**src/rtl/core/plcr_pkg.sv**
```systemverilog
// ----------------------------------------------------------------------------
// plcr_pkg
// Types, codes and helpers shared by the piecewise-linear color ramp.
// ----------------------------------------------------------------------------
`timescale 1ns / 1ps

package plcr_pkg;

  localparam int CHAN_W   = 16;
  localparam int NUM_CHAN = 3;
  localparam int CLR_W    = CHAN_W * NUM_CHAN;
  localparam int ENTRY_W  = CHAN_W + CLR_W;
  localparam int IDX_W    = 12;
  localparam int RS_W     = 13;
  localparam int FRAC_W   = 15;

  localparam int MAX_POINTS_DEFAULT = 8;

  // Iterative divider widths: product of two Q1.15 values over a Q1.15 span.
  localparam int DIV_NUM_W = 32;
  localparam int DIV_DEN_W = 16;

  localparam logic [CHAN_W-1:0] ONE_Q15         = 16'd32768;
  localparam logic [RS_W-1:0]   RAMP_SIZE_RESET = 13'd256;
  localparam logic [RS_W-1:0]   RAMP_SIZE_MIN   = 13'd2;

  localparam logic [1:0] MODE_CLEAR  = 2'd0;
  localparam logic [1:0] MODE_APPEND = 2'd1;
  localparam logic [1:0] MODE_QUERY  = 2'd2;

  localparam logic [1:0] STATUS_OK    = 2'd0;
  localparam logic [1:0] STATUS_EMPTY = 2'd1;
  localparam logic [1:0] STATUS_FULL  = 2'd2;

  typedef struct packed {
    logic [1:0]        mode;
    logic [CHAN_W-1:0] point_position;
    logic [CHAN_W-1:0] point_red;
    logic [CHAN_W-1:0] point_green;
    logic [CHAN_W-1:0] point_blue;
    logic [IDX_W-1:0]  entry_index;
  } plcr_req_t;

  typedef struct packed {
    logic [1:0]        status;
    logic [CHAN_W-1:0] out_red;
    logic [CHAN_W-1:0] out_green;
    logic [CHAN_W-1:0] out_blue;
  } plcr_rsp_t;

  typedef enum logic [2:0] {
    ST_IDLE,
    ST_POS_DIV,
    ST_SCAN,
    ST_SEG_START,
    ST_SEG_DIV
  } plcr_state_t;

  // Clamp a raw value to 1.0.
  function automatic logic [CHAN_W-1:0] sat_q15(input logic [CHAN_W-1:0] v);
    return (v > ONE_Q15) ? ONE_Q15 : v;
  endfunction

endpackage

```
**src/rtl/core/plcr_ram.sv**
```systemverilog
// ----------------------------------------------------------------------------
// plcr_ram
// Generic single-write, single-read RAM with a registered read port.
// ----------------------------------------------------------------------------
`timescale 1ns / 1ps

module plcr_ram #(
  parameter int WIDTH = 64,
  parameter int DEPTH = 8
) (
  input  logic                     clk,
  input  logic                     we,
  input  logic [$clog2(DEPTH)-1:0] waddr,
  input  logic [WIDTH-1:0]         wdata,
  input  logic                     re,
  input  logic [$clog2(DEPTH)-1:0] raddr,
  output logic [WIDTH-1:0]         rdata
);

  logic [WIDTH-1:0] mem [DEPTH];

  always_ff @(posedge clk) begin
    if (we) begin
      mem[waddr] <= wdata;
    end
    if (re) begin
      rdata <= mem[raddr];
    end
  end

endmodule

```
**src/rtl/core/plcr_divider.sv**
```systemverilog
// ----------------------------------------------------------------------------
// plcr_divider
// Restoring unsigned divider, one quotient bit per cycle.
// ----------------------------------------------------------------------------
`timescale 1ns / 1ps

module plcr_divider import plcr_pkg::*; #(
  parameter int NUM_W = DIV_NUM_W,
  parameter int DEN_W = DIV_DEN_W
) (
  input  logic             clk,
  input  logic             rst,
  input  logic             start,
  input  logic [NUM_W-1:0] numerator,
  input  logic [DEN_W-1:0] denominator,
  output logic             done,
  output logic [NUM_W-1:0] quotient
);

  localparam int CNT_W = $clog2(NUM_W + 1);

  logic             running;
  logic [CNT_W-1:0] count;
  logic [NUM_W-1:0] quo;
  logic [DEN_W-1:0] rem;
  logic [DEN_W-1:0] den;
  logic [DEN_W:0]   trial;
  logic             fits;
  logic [DEN_W:0]   trial_sub;

  // Shift in the next numerator bit and subtract if the divisor fits.
  always_comb begin
    trial     = {rem, quo[NUM_W-1]};
    fits      = trial >= {1'b0, den};
    trial_sub = trial - {1'b0, den};
  end

  always_ff @(posedge clk) begin
    if (rst) begin
      running <= 1'b0;
      done    <= 1'b0;
      count   <= '0;
    end else begin
      done <= 1'b0;
      if (start) begin
        running <= 1'b1;
        count   <= CNT_W'(NUM_W);
      end else if (running) begin
        count <= count - CNT_W'(1);
        if (count == CNT_W'(1)) begin
          running <= 1'b0;
          done    <= 1'b1;
        end
      end
    end
  end

  always_ff @(posedge clk) begin
    if (start) begin
      quo <= numerator;
      rem <= '0;
      den <= denominator;
    end else if (running) begin
      quo <= {quo[NUM_W-2:0], fits};
      rem <= fits ? trial_sub[DEN_W-1:0] : trial[DEN_W-1:0];
    end
  end

  assign quotient = quo;

endmodule

```
**src/rtl/core/piecewise_linear_color_ramp.sv**
```systemverilog
// ----------------------------------------------------------------------------
// piecewise_linear_color_ramp
// Color ramp generator over a small table of Q1.15 control points.
// ----------------------------------------------------------------------------
`timescale 1ns / 1ps

// Commands enter on start while busy is low; each command returns exactly one
// result, shown on result for a single cycle with done high, and the receiver
// cannot stall it, so capture it on that cycle. Clear, append and any command
// that needs no table walk (empty-table query, unused mode) answer on the
// cycle after start and leave busy low, so a new command may follow at once.
// A query raises busy: a divider turns the index into a position, the point
// RAM is then read one entry per cycle, and a second divide pass (all three
// channels in parallel lanes) interpolates the color. Control points are to
// be appended by the user in ascending position order; the block itself does
// not enforce it. ramp_size is written over the cfg channel only while no
// command is in flight.

module piecewise_linear_color_ramp import plcr_pkg::*; #(
  parameter int MAX_POINTS = MAX_POINTS_DEFAULT
) (
  input  logic            clk,
  input  logic            rst,
  input  logic            start,
  output logic            busy,
  input  plcr_req_t       request,
  output logic            done,
  output plcr_rsp_t       result,
  input  logic            cfg_valid,
  output logic            cfg_ready,
  input  logic [RS_W-1:0] cfg_data
);

  localparam int AW = $clog2(MAX_POINTS);
  localparam int CW = $clog2(MAX_POINTS + 1);

  // --------------------------------------------------------------------------
  // Registers
  // --------------------------------------------------------------------------
  plcr_state_t       state;
  plcr_state_t       state_next;
  logic [CW-1:0]     point_count;
  logic [RS_W-1:0]   ramp_size;
  logic [CHAN_W-1:0] u_pos;
  logic [AW-1:0]     scan_idx;
  logic [CHAN_W-1:0] prev_pos;
  logic [CLR_W-1:0]  prev_color;
  logic [CHAN_W-1:0] seg_cl [NUM_CHAN];
  logic [CHAN_W-1:0] seg_diff [NUM_CHAN];
  logic [NUM_CHAN-1:0] seg_neg;
  logic [CHAN_W-1:0] seg_dl;
  logic [CHAN_W-1:0] seg_span;

  // --------------------------------------------------------------------------
  // Combinational signals
  // --------------------------------------------------------------------------
  logic              accept;
  logic              table_full;
  logic              query_go;
  logic              append_we;
  logic [RS_W-1:0]   rs_clamped;
  logic [RS_W-1:0]   rs_m1;
  logic [RS_W-1:0]   idx_clamped;
  logic [ENTRY_W-1:0] ram_wdata;
  logic [ENTRY_W-1:0] ram_rdata;
  logic              ram_re;
  logic [AW-1:0]     ram_raddr;
  logic [CHAN_W-1:0] rd_pos;
  logic [CLR_W-1:0]  rd_color;
  logic              scan_low;
  logic              scan_hit;
  logic              scan_last;
  logic              scan_more;
  logic              div_start;
  logic              div_sel_pos;
  logic [NUM_CHAN-1:0] div_done;
  logic [DIV_NUM_W-1:0] div_quo [NUM_CHAN];
  logic [CHAN_W-1:0] interp [NUM_CHAN];
  logic [CHAN_W-1:0] u_next;
  logic              rsp_load;
  plcr_rsp_t         rsp_next;

  // --------------------------------------------------------------------------
  // Command decode
  // --------------------------------------------------------------------------
  assign accept     = start && !busy;
  assign table_full = point_count == CW'(MAX_POINTS);
  assign query_go   = accept && (request.mode == MODE_QUERY) && (point_count != '0);
  assign append_we  = accept && (request.mode == MODE_APPEND) && !table_full;
  assign cfg_ready  = !busy;

  // Clamp ramp_size and the index, then form index * 1.0 for the divider.
  always_comb begin
    rs_clamped  = (ramp_size < RAMP_SIZE_MIN) ? RAMP_SIZE_MIN : ramp_size;
    rs_m1       = rs_clamped - RS_W'(1);
    idx_clamped = ({1'b0, request.entry_index} > rs_m1) ? rs_m1
                                                        : {1'b0, request.entry_index};
  end

  // --------------------------------------------------------------------------
  // Point table: position in the top field, then red, green, blue
  // --------------------------------------------------------------------------
  assign ram_wdata = {sat_q15(request.point_position), sat_q15(request.point_red),
                      sat_q15(request.point_green), sat_q15(request.point_blue)};

  plcr_ram #(
    .WIDTH (ENTRY_W),
    .DEPTH (MAX_POINTS)
  ) u_point_ram (
    .clk   (clk),
    .we    (append_we),
    .waddr (point_count[AW-1:0]),
    .wdata (ram_wdata),
    .re    (ram_re),
    .raddr (ram_raddr),
    .rdata (ram_rdata)
  );

  assign rd_pos   = ram_rdata[ENTRY_W-1 -: CHAN_W];
  assign rd_color = ram_rdata[CLR_W-1:0];

  // --------------------------------------------------------------------------
  // Table walk decisions
  // --------------------------------------------------------------------------
  // Below the first point the first color applies (covers the implicit point
  // at position zero). Otherwise look for prev <= u < current.
  always_comb begin
    scan_low  = (scan_idx == '0) && (u_pos < rd_pos);
    scan_hit  = (scan_idx != '0) && (prev_pos <= u_pos) && (u_pos < rd_pos);
    scan_last = (CW'(scan_idx) + CW'(1)) == point_count;
    scan_more = !scan_low && !scan_hit && !scan_last;
  end

  // --------------------------------------------------------------------------
  // Divider lanes: lane zero also does the position divide
  // --------------------------------------------------------------------------
  for (genvar c = 0; c < NUM_CHAN; c++) begin : g_lane
    logic [DIV_NUM_W-1:0] lane_num;
    logic [DIV_DEN_W-1:0] lane_den;

    always_comb begin
      if ((c == 0) && div_sel_pos) begin
        lane_num = DIV_NUM_W'({idx_clamped, {FRAC_W{1'b0}}});
        lane_den = DIV_DEN_W'(rs_m1);
      end else begin
        lane_num = DIV_NUM_W'(seg_diff[c]) * DIV_NUM_W'(seg_dl);
        lane_den = seg_span;
      end
    end

    plcr_divider #(
      .NUM_W (DIV_NUM_W),
      .DEN_W (DIV_DEN_W)
    ) u_divider (
      .clk         (clk),
      .rst         (rst),
      .start       (div_start),
      .numerator   (lane_num),
      .denominator (lane_den),
      .done        (div_done[c]),
      .quotient    (div_quo[c])
    );

    // Quotient never exceeds the channel difference, so the low bits suffice.
    assign interp[c] = seg_neg[c] ? (seg_cl[c] - div_quo[c][CHAN_W-1:0])
                                  : (seg_cl[c] + div_quo[c][CHAN_W-1:0]);
  end

  assign u_next = (div_quo[0] > DIV_NUM_W'(ONE_Q15)) ? ONE_Q15
                                                     : div_quo[0][CHAN_W-1:0];

  // --------------------------------------------------------------------------
  // Next state
  // --------------------------------------------------------------------------
  always_comb begin
    state_next = state;
    case (state)
      ST_IDLE: begin
        if (query_go) begin
          state_next = ST_POS_DIV;
        end
      end
      ST_POS_DIV: begin
        if (div_done[0]) begin
          state_next = ST_SCAN;
        end
      end
      ST_SCAN: begin
        if (scan_hit) begin
          state_next = ST_SEG_START;
        end else if (scan_low || scan_last) begin
          state_next = ST_IDLE;
        end
      end
      ST_SEG_START: begin
        state_next = ST_SEG_DIV;
      end
      ST_SEG_DIV: begin
        if (&div_done) begin
          state_next = ST_IDLE;
        end
      end
      default: begin
        state_next = ST_IDLE;
      end
    endcase
  end

  // --------------------------------------------------------------------------
  // State outputs
  // --------------------------------------------------------------------------
  always_comb begin
    busy        = 1'b1;
    ram_re      = 1'b0;
    ram_raddr   = '0;
    div_start   = 1'b0;
    div_sel_pos = 1'b0;
    case (state)
      ST_IDLE: begin
        busy        = 1'b0;
        div_sel_pos = 1'b1;
        div_start   = query_go;
      end
      ST_POS_DIV: begin
        // Fetch point zero as the position settles.
        ram_re = div_done[0];
      end
      ST_SCAN: begin
        ram_re    = scan_more;
        ram_raddr = scan_idx + AW'(1);
      end
      ST_SEG_START: begin
        div_start = 1'b1;
      end
      ST_SEG_DIV: begin
      end
      default: begin
      end
    endcase
  end

  // --------------------------------------------------------------------------
  // Result selection
  // --------------------------------------------------------------------------
  always_comb begin
    rsp_load = 1'b0;
    rsp_next = '0;
    case (state)
      ST_IDLE: begin
        if (accept) begin
          case (request.mode)
            MODE_CLEAR: begin
              rsp_load = 1'b1;
            end
            MODE_APPEND: begin
              rsp_load        = 1'b1;
              rsp_next.status = table_full ? STATUS_FULL : STATUS_OK;
            end
            MODE_QUERY: begin
              // An empty table answers at once; otherwise the walk answers.
              rsp_load        = point_count == '0;
              rsp_next.status = STATUS_EMPTY;
            end
            default: begin
              rsp_load = 1'b1;
            end
          endcase
        end
      end
      ST_SCAN: begin
        if (scan_low || (!scan_hit && scan_last)) begin
          rsp_load           = 1'b1;
          rsp_next.status    = STATUS_OK;
          rsp_next.out_red   = rd_color[CLR_W-1 -: CHAN_W];
          rsp_next.out_green = rd_color[CLR_W-CHAN_W-1 -: CHAN_W];
          rsp_next.out_blue  = rd_color[CHAN_W-1:0];
        end
      end
      ST_SEG_DIV: begin
        if (&div_done) begin
          rsp_load           = 1'b1;
          rsp_next.status    = STATUS_OK;
          rsp_next.out_red   = interp[0];
          rsp_next.out_green = interp[1];
          rsp_next.out_blue  = interp[2];
        end
      end
      default: begin
      end
    endcase
  end

  // --------------------------------------------------------------------------
  // Control registers
  // --------------------------------------------------------------------------
  always_ff @(posedge clk) begin
    if (rst) begin
      state       <= ST_IDLE;
      point_count <= '0;
      ramp_size   <= RAMP_SIZE_RESET;
      done        <= 1'b0;
    end else begin
      state <= state_next;
      done  <= rsp_load;
      if (cfg_valid && cfg_ready) begin
        ramp_size <= cfg_data;
      end
      if (accept && (request.mode == MODE_CLEAR)) begin
        point_count <= '0;
      end else if (append_we) begin
        point_count <= point_count + CW'(1);
      end
    end
  end

  // --------------------------------------------------------------------------
  // Datapath registers
  // --------------------------------------------------------------------------
  always_ff @(posedge clk) begin
    if (rsp_load) begin
      result <= rsp_next;
    end
    // Latch the position and restart the walk at point zero.
    if ((state == ST_POS_DIV) && div_done[0]) begin
      u_pos    <= u_next;
      scan_idx <= '0;
    end
    if (state == ST_SCAN) begin
      if (scan_more) begin
        scan_idx   <= scan_idx + AW'(1);
        prev_pos   <= rd_pos;
        prev_color <= rd_color;
      end
      // Hold the segment: left color, sign and size of the step per channel.
      if (scan_hit) begin
        seg_dl   <= u_pos - prev_pos;
        seg_span <= rd_pos - prev_pos;
        for (int c = 0; c < NUM_CHAN; c++) begin
          seg_cl[c]   <= prev_color[CLR_W-1-CHAN_W*c -: CHAN_W];
          seg_neg[c]  <= rd_color[CLR_W-1-CHAN_W*c -: CHAN_W]
                         < prev_color[CLR_W-1-CHAN_W*c -: CHAN_W];
          seg_diff[c] <= (rd_color[CLR_W-1-CHAN_W*c -: CHAN_W]
                          < prev_color[CLR_W-1-CHAN_W*c -: CHAN_W])
                         ? prev_color[CLR_W-1-CHAN_W*c -: CHAN_W]
                           - rd_color[CLR_W-1-CHAN_W*c -: CHAN_W]
                         : rd_color[CLR_W-1-CHAN_W*c -: CHAN_W]
                           - prev_color[CLR_W-1-CHAN_W*c -: CHAN_W];
        end
      end
    end
  end

endmodule

```
**config.mk**
```make
export PLATFORM = sky130hd
export DESIGN_NAME = piecewise_linear_color_ramp
export DESIGN_NICKNAME = d
export VERILOG_FILES = /design/src/rtl/core/plcr_pkg.sv /design/src/rtl/core/plcr_ram.sv /design/src/rtl/core/plcr_divider.sv /design/src/rtl/core/piecewise_linear_color_ramp.sv
export SDC_FILE = /design/constraint.sdc
export NUM_CORES = 2
export LEC_CHECK = 0
export ABC_AREA = 1
export BUFFER_PORTS_ARGS = -buffer_cell sky130_fd_sc_hd__buf_2
export CAP_MARGIN = 40
export CORE_MARGIN = 4
export CORE_UTILIZATION = 35
export CTS_BUF_LIST = sky130_fd_sc_hd__clkbuf_4
export DETAILED_ROUTE_END_ITERATION = 10
export SLEW_MARGIN = 20
export SYNTH_ARGS = -nofsm -noshare
export SYNTH_HDL_FRONTEND = slang
export SYNTH_HIERARCHICAL = 1
export SYNTH_SLANG_ARGS = --single-unit
```
**constraint.sdc**
```tcl
create_clock -name clk -period 6.2 [get_ports clk]
set_input_delay 0.62 -clock clk [delete_from_list [all_inputs] [get_ports clk]]
set_output_delay 0.62 -clock clk [all_outputs]
set_load 0.01 [all_outputs]
```
==> flow_summary.html <==
<table>
<tr><th>Metric</th><th>Value</th></tr>
<tr><th colspan="2">Finish</th></tr>
<tr><td>Net count, final</td><td>~12k</td></tr>
<tr><td>Ratio of cells with drive above 1 in the final layout</td><td>10.2%</td></tr>
<tr><td>Filler cell count in the final layout</td><td>24.2k</td></tr>
<tr><td>Area added between synthesis and finish</td><td>12.7%</td></tr>
<tr><td>Post-Route Utilization</td><td>39.7%</td></tr>
<tr><th colspan="2">Drt</th></tr>
<tr><td>Post-detailed-route via-to-cell ratio</td><td>4.77</td></tr>
<tr><td>Remaining number of nets flagged by the antenna check after routing</td><td>0</td></tr>
<tr><td>Number of search-and-repair iterations in the first detailed-routing pass</td><td>9</td></tr>
<tr><td>First-iteration detailed-routing DRC count</td><td>4684</td></tr>
<tr><td>Drc violations</td><td>0</td></tr>
<tr><td>Final wirelength</td><td>242 mm</td></tr>
<tr><td>Detailed-route via count</td><td>about 66k</td></tr>
<tr><td>Average wire per standard cell</td><td>17.3 um</td></tr>
<tr><th colspan="2">Timing</th></tr>
<tr><td>Worst hold margin</td><td>between 0.2 and 0.25 ns</td></tr>
<tr><td>Worst Clk Skew</td><td>0.112 ns</td></tr>
<tr><td>Min cycle time layout</td><td>a little over 6 ns</td></tr>
<tr><td>Setup violation total in the final timing report</td><td>0</td></tr>
<tr><td>Final number of max-transition violations</td><td>0</td></tr>
<tr><td>RSZ-0062 raised after global routing</td><td>yes</td></tr>
<tr><td>Worst rel slew slack</td><td>26.2%</td></tr>
<tr><td>Measured slew at the worst slew-check pin</td><td>1.11 ns</td></tr>
<tr><td>Setup total negative slack</td><td>0 ns</td></tr>
<tr><td>Final worst path period share</td><td>98.0%</td></tr>
<tr><td>Number of hold violations in the final report</td><td>0</td></tr>
<tr><td>Maximum clock frequency</td><td>between 150 and 200 MHz</td></tr>
<tr><th colspan="2">Flow run</th></tr>
<tr><td>Number of max-cap violations</td><td>0</td></tr>
<tr><th colspan="2">Setup path</th></tr>
<tr><td>Worst endpoint required time</td><td>between 7 and 8 ns</td></tr>
<tr><td>Worst setup SP type</td><td>flop</td></tr>
<tr><td>Worst Setup Path Type</td><td>reg2reg</td></tr>
<tr><td>Slowest library cell on the worst path</td><td>fa_1</td></tr>
<tr><td>Crit end category</td><td>flop</td></tr>
<tr><td>Maximum fanout along the worst path</td><td>14</td></tr>
<tr><td>CP peak stage delay</td><td>0.54 ns</td></tr>
<tr><td>WP data arrival</td><td>between 7 and 8 ns</td></tr>
<tr><td>Crit path top cell by count</td><td>fa_1</td></tr>
<tr><th colspan="2">Die</th></tr>
<tr><td>Core footprint</td><td>0.241 mm^2</td></tr>
<tr><td>Placement row count</td><td>180</td></tr>
<tr><td>Starting utilization of the core area</td><td>a little over a third</td></tr>
<tr><td>Number of primary I/O pins</td><td>148</td></tr>
<tr><td>Total Die Area</td><td>0.251 mm^2</td></tr>
<tr><td>Die width</td><td>501 um</td></tr>
<tr><td>Die outline height</td><td>501 um</td></tr>
<tr><th colspan="2">Synthesis</th></tr>
<tr><td>Gate Count Post-Synth</td><td>between 10k and 15k</td></tr>
<tr><td>Number of nets produced by synthesis</td><td>11.4k</td></tr>
<tr><td>Main area contributors after synthesis</td><td>edfxtp_1, fa_1, nand2_1</td></tr>
<tr><td>Number of flops mapped to enable cells by yosys</td><td>about 980</td></tr>
<tr><td>Number of flip-flops and latches in the synthesized netlist</td><td>1077</td></tr>
<tr><td>Number of distinct library cells after synthesis</td><td>76</td></tr>
<tr><td>Portion of synthesized cell area occupied by the leading cell type</td><td>about 35%</td></tr>
<tr><td>Main synth FF type</td><td>edfxtp_1</td></tr>
<tr><td>Biggest area consumer among synthesized cells</td><td>edfxtp_1</td></tr>
<tr><td>Commonest cells in the netlist</td><td>nand2_1, inv_1, edfxtp_1, fa_1, ha_1</td></tr>
<tr><td>Proportion of synthesized flip-flops having asynchronous set or reset</td><td>0%</td></tr>
<tr><td>Synthesized cell area</td><td>about 0.085 mm^2</td></tr>
<tr><td>Yosys synthesis warning count</td><td>6</td></tr>
<tr><td>Share of the yosys chip area belonging to registers</td><td>36.9%</td></tr>
<tr><td>Library cell with the highest instance count after synthesis</td><td>nand2_1</td></tr>
<tr><td>Avg Cell Area, Syn</td><td>8.41 um^2</td></tr>
<tr><th colspan="2">Clocking</th></tr>
<tr><td>CTS H-tree lvls</td><td>5</td></tr>
<tr><td>CTS root buf</td><td>clkbuf_4</td></tr>
<tr><td>Maximum clock insertion buffer count</td><td>4</td></tr>
<tr><td>TritonCTS clock tree</td><td>built</td></tr>
<tr><td>Later-pin clock latency in the skew report</td><td>between 1 and 1.5 ns</td></tr>
<tr><td>Num CTS Buffers</td><td>307</td></tr>
<tr><td>CTS clock-pin slew for the worst setup and hold paths</td><td>0.07 ns</td></tr>
<tr><td># clock sinks</td><td>1077</td></tr>
<tr><th colspan="2">Global routing</th></tr>
<tr><td>Number of global-route vias before repair</td><td>roughly 67k</td></tr>
<tr><td>Total track usage</td><td>19.0%</td></tr>
<tr><td>Antenna violations before repair</td><td>17</td></tr>
<tr><td>Overflow left after global routing</td><td>0</td></tr>
<tr><td>Global-route wire length before repair</td><td>376 mm</td></tr>
<tr><td>Maximum number of pins on one net before global-route repair</td><td>200</td></tr>
<tr><th colspan="2">Worst hold path</th></tr>
<tr><td>Type of the most critical hold path</td><td>in2reg</td></tr>
<tr><th colspan="2">Power and ir drop</th></tr>
<tr><td>Peak supply drop</td><td>just under 0.0007 V</td></tr>
<tr><td>Leakage power figure</td><td>48.9 nW</td></tr>
<tr><td>Pwr/cell area</td><td>485 mW/mm^2</td></tr>
<tr><th colspan="2">Place</th></tr>
<tr><td>Buffers added on ports</td><td>147</td></tr>
<tr><td>Post-DP HPWL</td><td>about 180 mm</td></tr>
<tr><td>Final weighted congestion in routability-driven placement</td><td>0.915</td></tr>
<tr><th colspan="2">Status</th></tr>
<tr><td>Run status</td><td>finished clean</td></tr>
</table>
## kinds of logic (layout without fill, tap and decap cells)
family          Yosys count  count (layout)  synth area share, %
mux                       1               1               0.0118
xor+xnor                264             264                 2.72
flops                  1077            1077                 36.9
buf+inv                2719            3351                 12.5
fa+ha+maj              1169            1169                 22.5
other cells               0              12                    0
compound gates          764             764                 5.35
simple gates           4113            4113                 20.0
## state kept, by name, summed over array words and instances, names as in the netlist, 3 cells and up
name and cells:
seg_cl 48, ramp_size 13, point_count 4, prev_pos 16
seg_dl 16, result 50, g_lane.u_divider/quotient 96, prev_color 48
g_lane.u_divider/count 18, g_lane.lane_den 16, seg_neg 3, scan_idx 3
g_lane.u_divider/done 3, g_lane.u_divider/running 3, u_point_ram/rdata 64, state 3
u_pos 16, g_lane.u_divider/den 48, g_lane.u_divider/rem 48, u_point_ram/mem 512
seg_diff 48
## report_power, final
group | internal [mW] | switching [mW]
logic | 11.7 | 19.1
clock network | 3.26 | 2.97
registers | 8.88 | 0.508
total | 23.8 | 22.6
## cell usage in the layout, fill, tap and decap left out, types with 31 or more instances in the layout
cell / synthesis / routed
ha_1: 573 / 562
nand3_1: 500 / 496
clkinv_1: 7 / 42
nor2_1: 356 / 341
inv_1: 2304 / 2300
dlygate4sd3_1: 0 / 138
clkbuf_4: 0 / 426
nand2_2: 31 / 36
nand3b_1: 31 / 31
buf_12: 4 / 42
fa_1: 596 / 595
o21ai_0: 186 / 177
a21o_1: 37 / 37
xnor2_1: 78 / 78
a21oi_1: 312 / 298
nand2_1: 2983 / 2977
buf_4: 26 / 190
nor3_1: 46 / 42
edfxtp_1: 981 / 981
buf_2: 83 / 148
nand4_1: 49 / 49
xor2_1: 186 / 185
dfxtp_1: 96 / 96
## through the flow
step	cells	total power [mW]	instance area, um^2	setup WS (ns)
2_1_floorplan	10100	28.7	85000	0.317
3_3_place_gp	13300	38.6	90100	0.0580
3_5_place_dp	13300	38.6	90200	0.0749
4_1_cts	13900	45.3	95100	0.0372
5_1_grt	13900	50.8	95800	-0.113
6_report	13900	46.4	95800	0.124
## path summary, 6_finish.rpt
check | cells past startpoint | start | end | slack [ns]
setup / recovery | 25 | seg_dl[4] | g_lane[2].u_divider/quotient[30] | 0.12
hold / removal | 2 | request[75] | u_point_ram/mem[1][63] | 0.20
setup reg to reg | 25 | seg_dl[4] | g_lane[2].u_divider/quotient[30] | 0.12
hold reg to reg | 0 | prev_color[21] | seg_cl[0][21] | 0.46
## critical path, delay by kind of cell (launching register included)
family          cells  cell delay, ns
buf+inv             9            0.89
simple gates        6            0.41
flops               1            0.48
compound gates      3            0.62
fa+ha+maj           7            3.35
## metal layers
| layer | up-vias | wire length [um] | GRT usage, % |
|---|---|---|---|
| li1 | 32100 | - | - |
| met1 | 32000 | 107000 | 25.3 |
| met2 | 1932 | 114000 | 31.8 |
| met3 | 358 | 13800 | 2.72 |
| met4 | 0 | 7210 | 6.24 |
| met5 | - | 0 | 0 |
## what timing repair did
| item | 4_1_cts | 5_1_grt |
|---|---|---|
| hold buffers | 138 | 0 |
| setup endpoints to repair | 0 | 40 |
| hold endpoints to repair | 568 | 0 |
| setup buffers | 0 | 21 |
| resized for setup | 0 | 74 |
## layout make-up
type	count	area [um^2]	area share, %
clock inverters	59	318	0.332
well taps	3185	3990	4.16
clock buffers	426	3200	3.34
diodes	12	30.0	0.0314
flip-flops and latches	1077	31400	32.8
inverters	2332	8770	9.15
repair buffers	534	4700	4.90
multi-input cells	6311	43400	45.3
No activity file was read; power rests on OpenSTA's default activity.
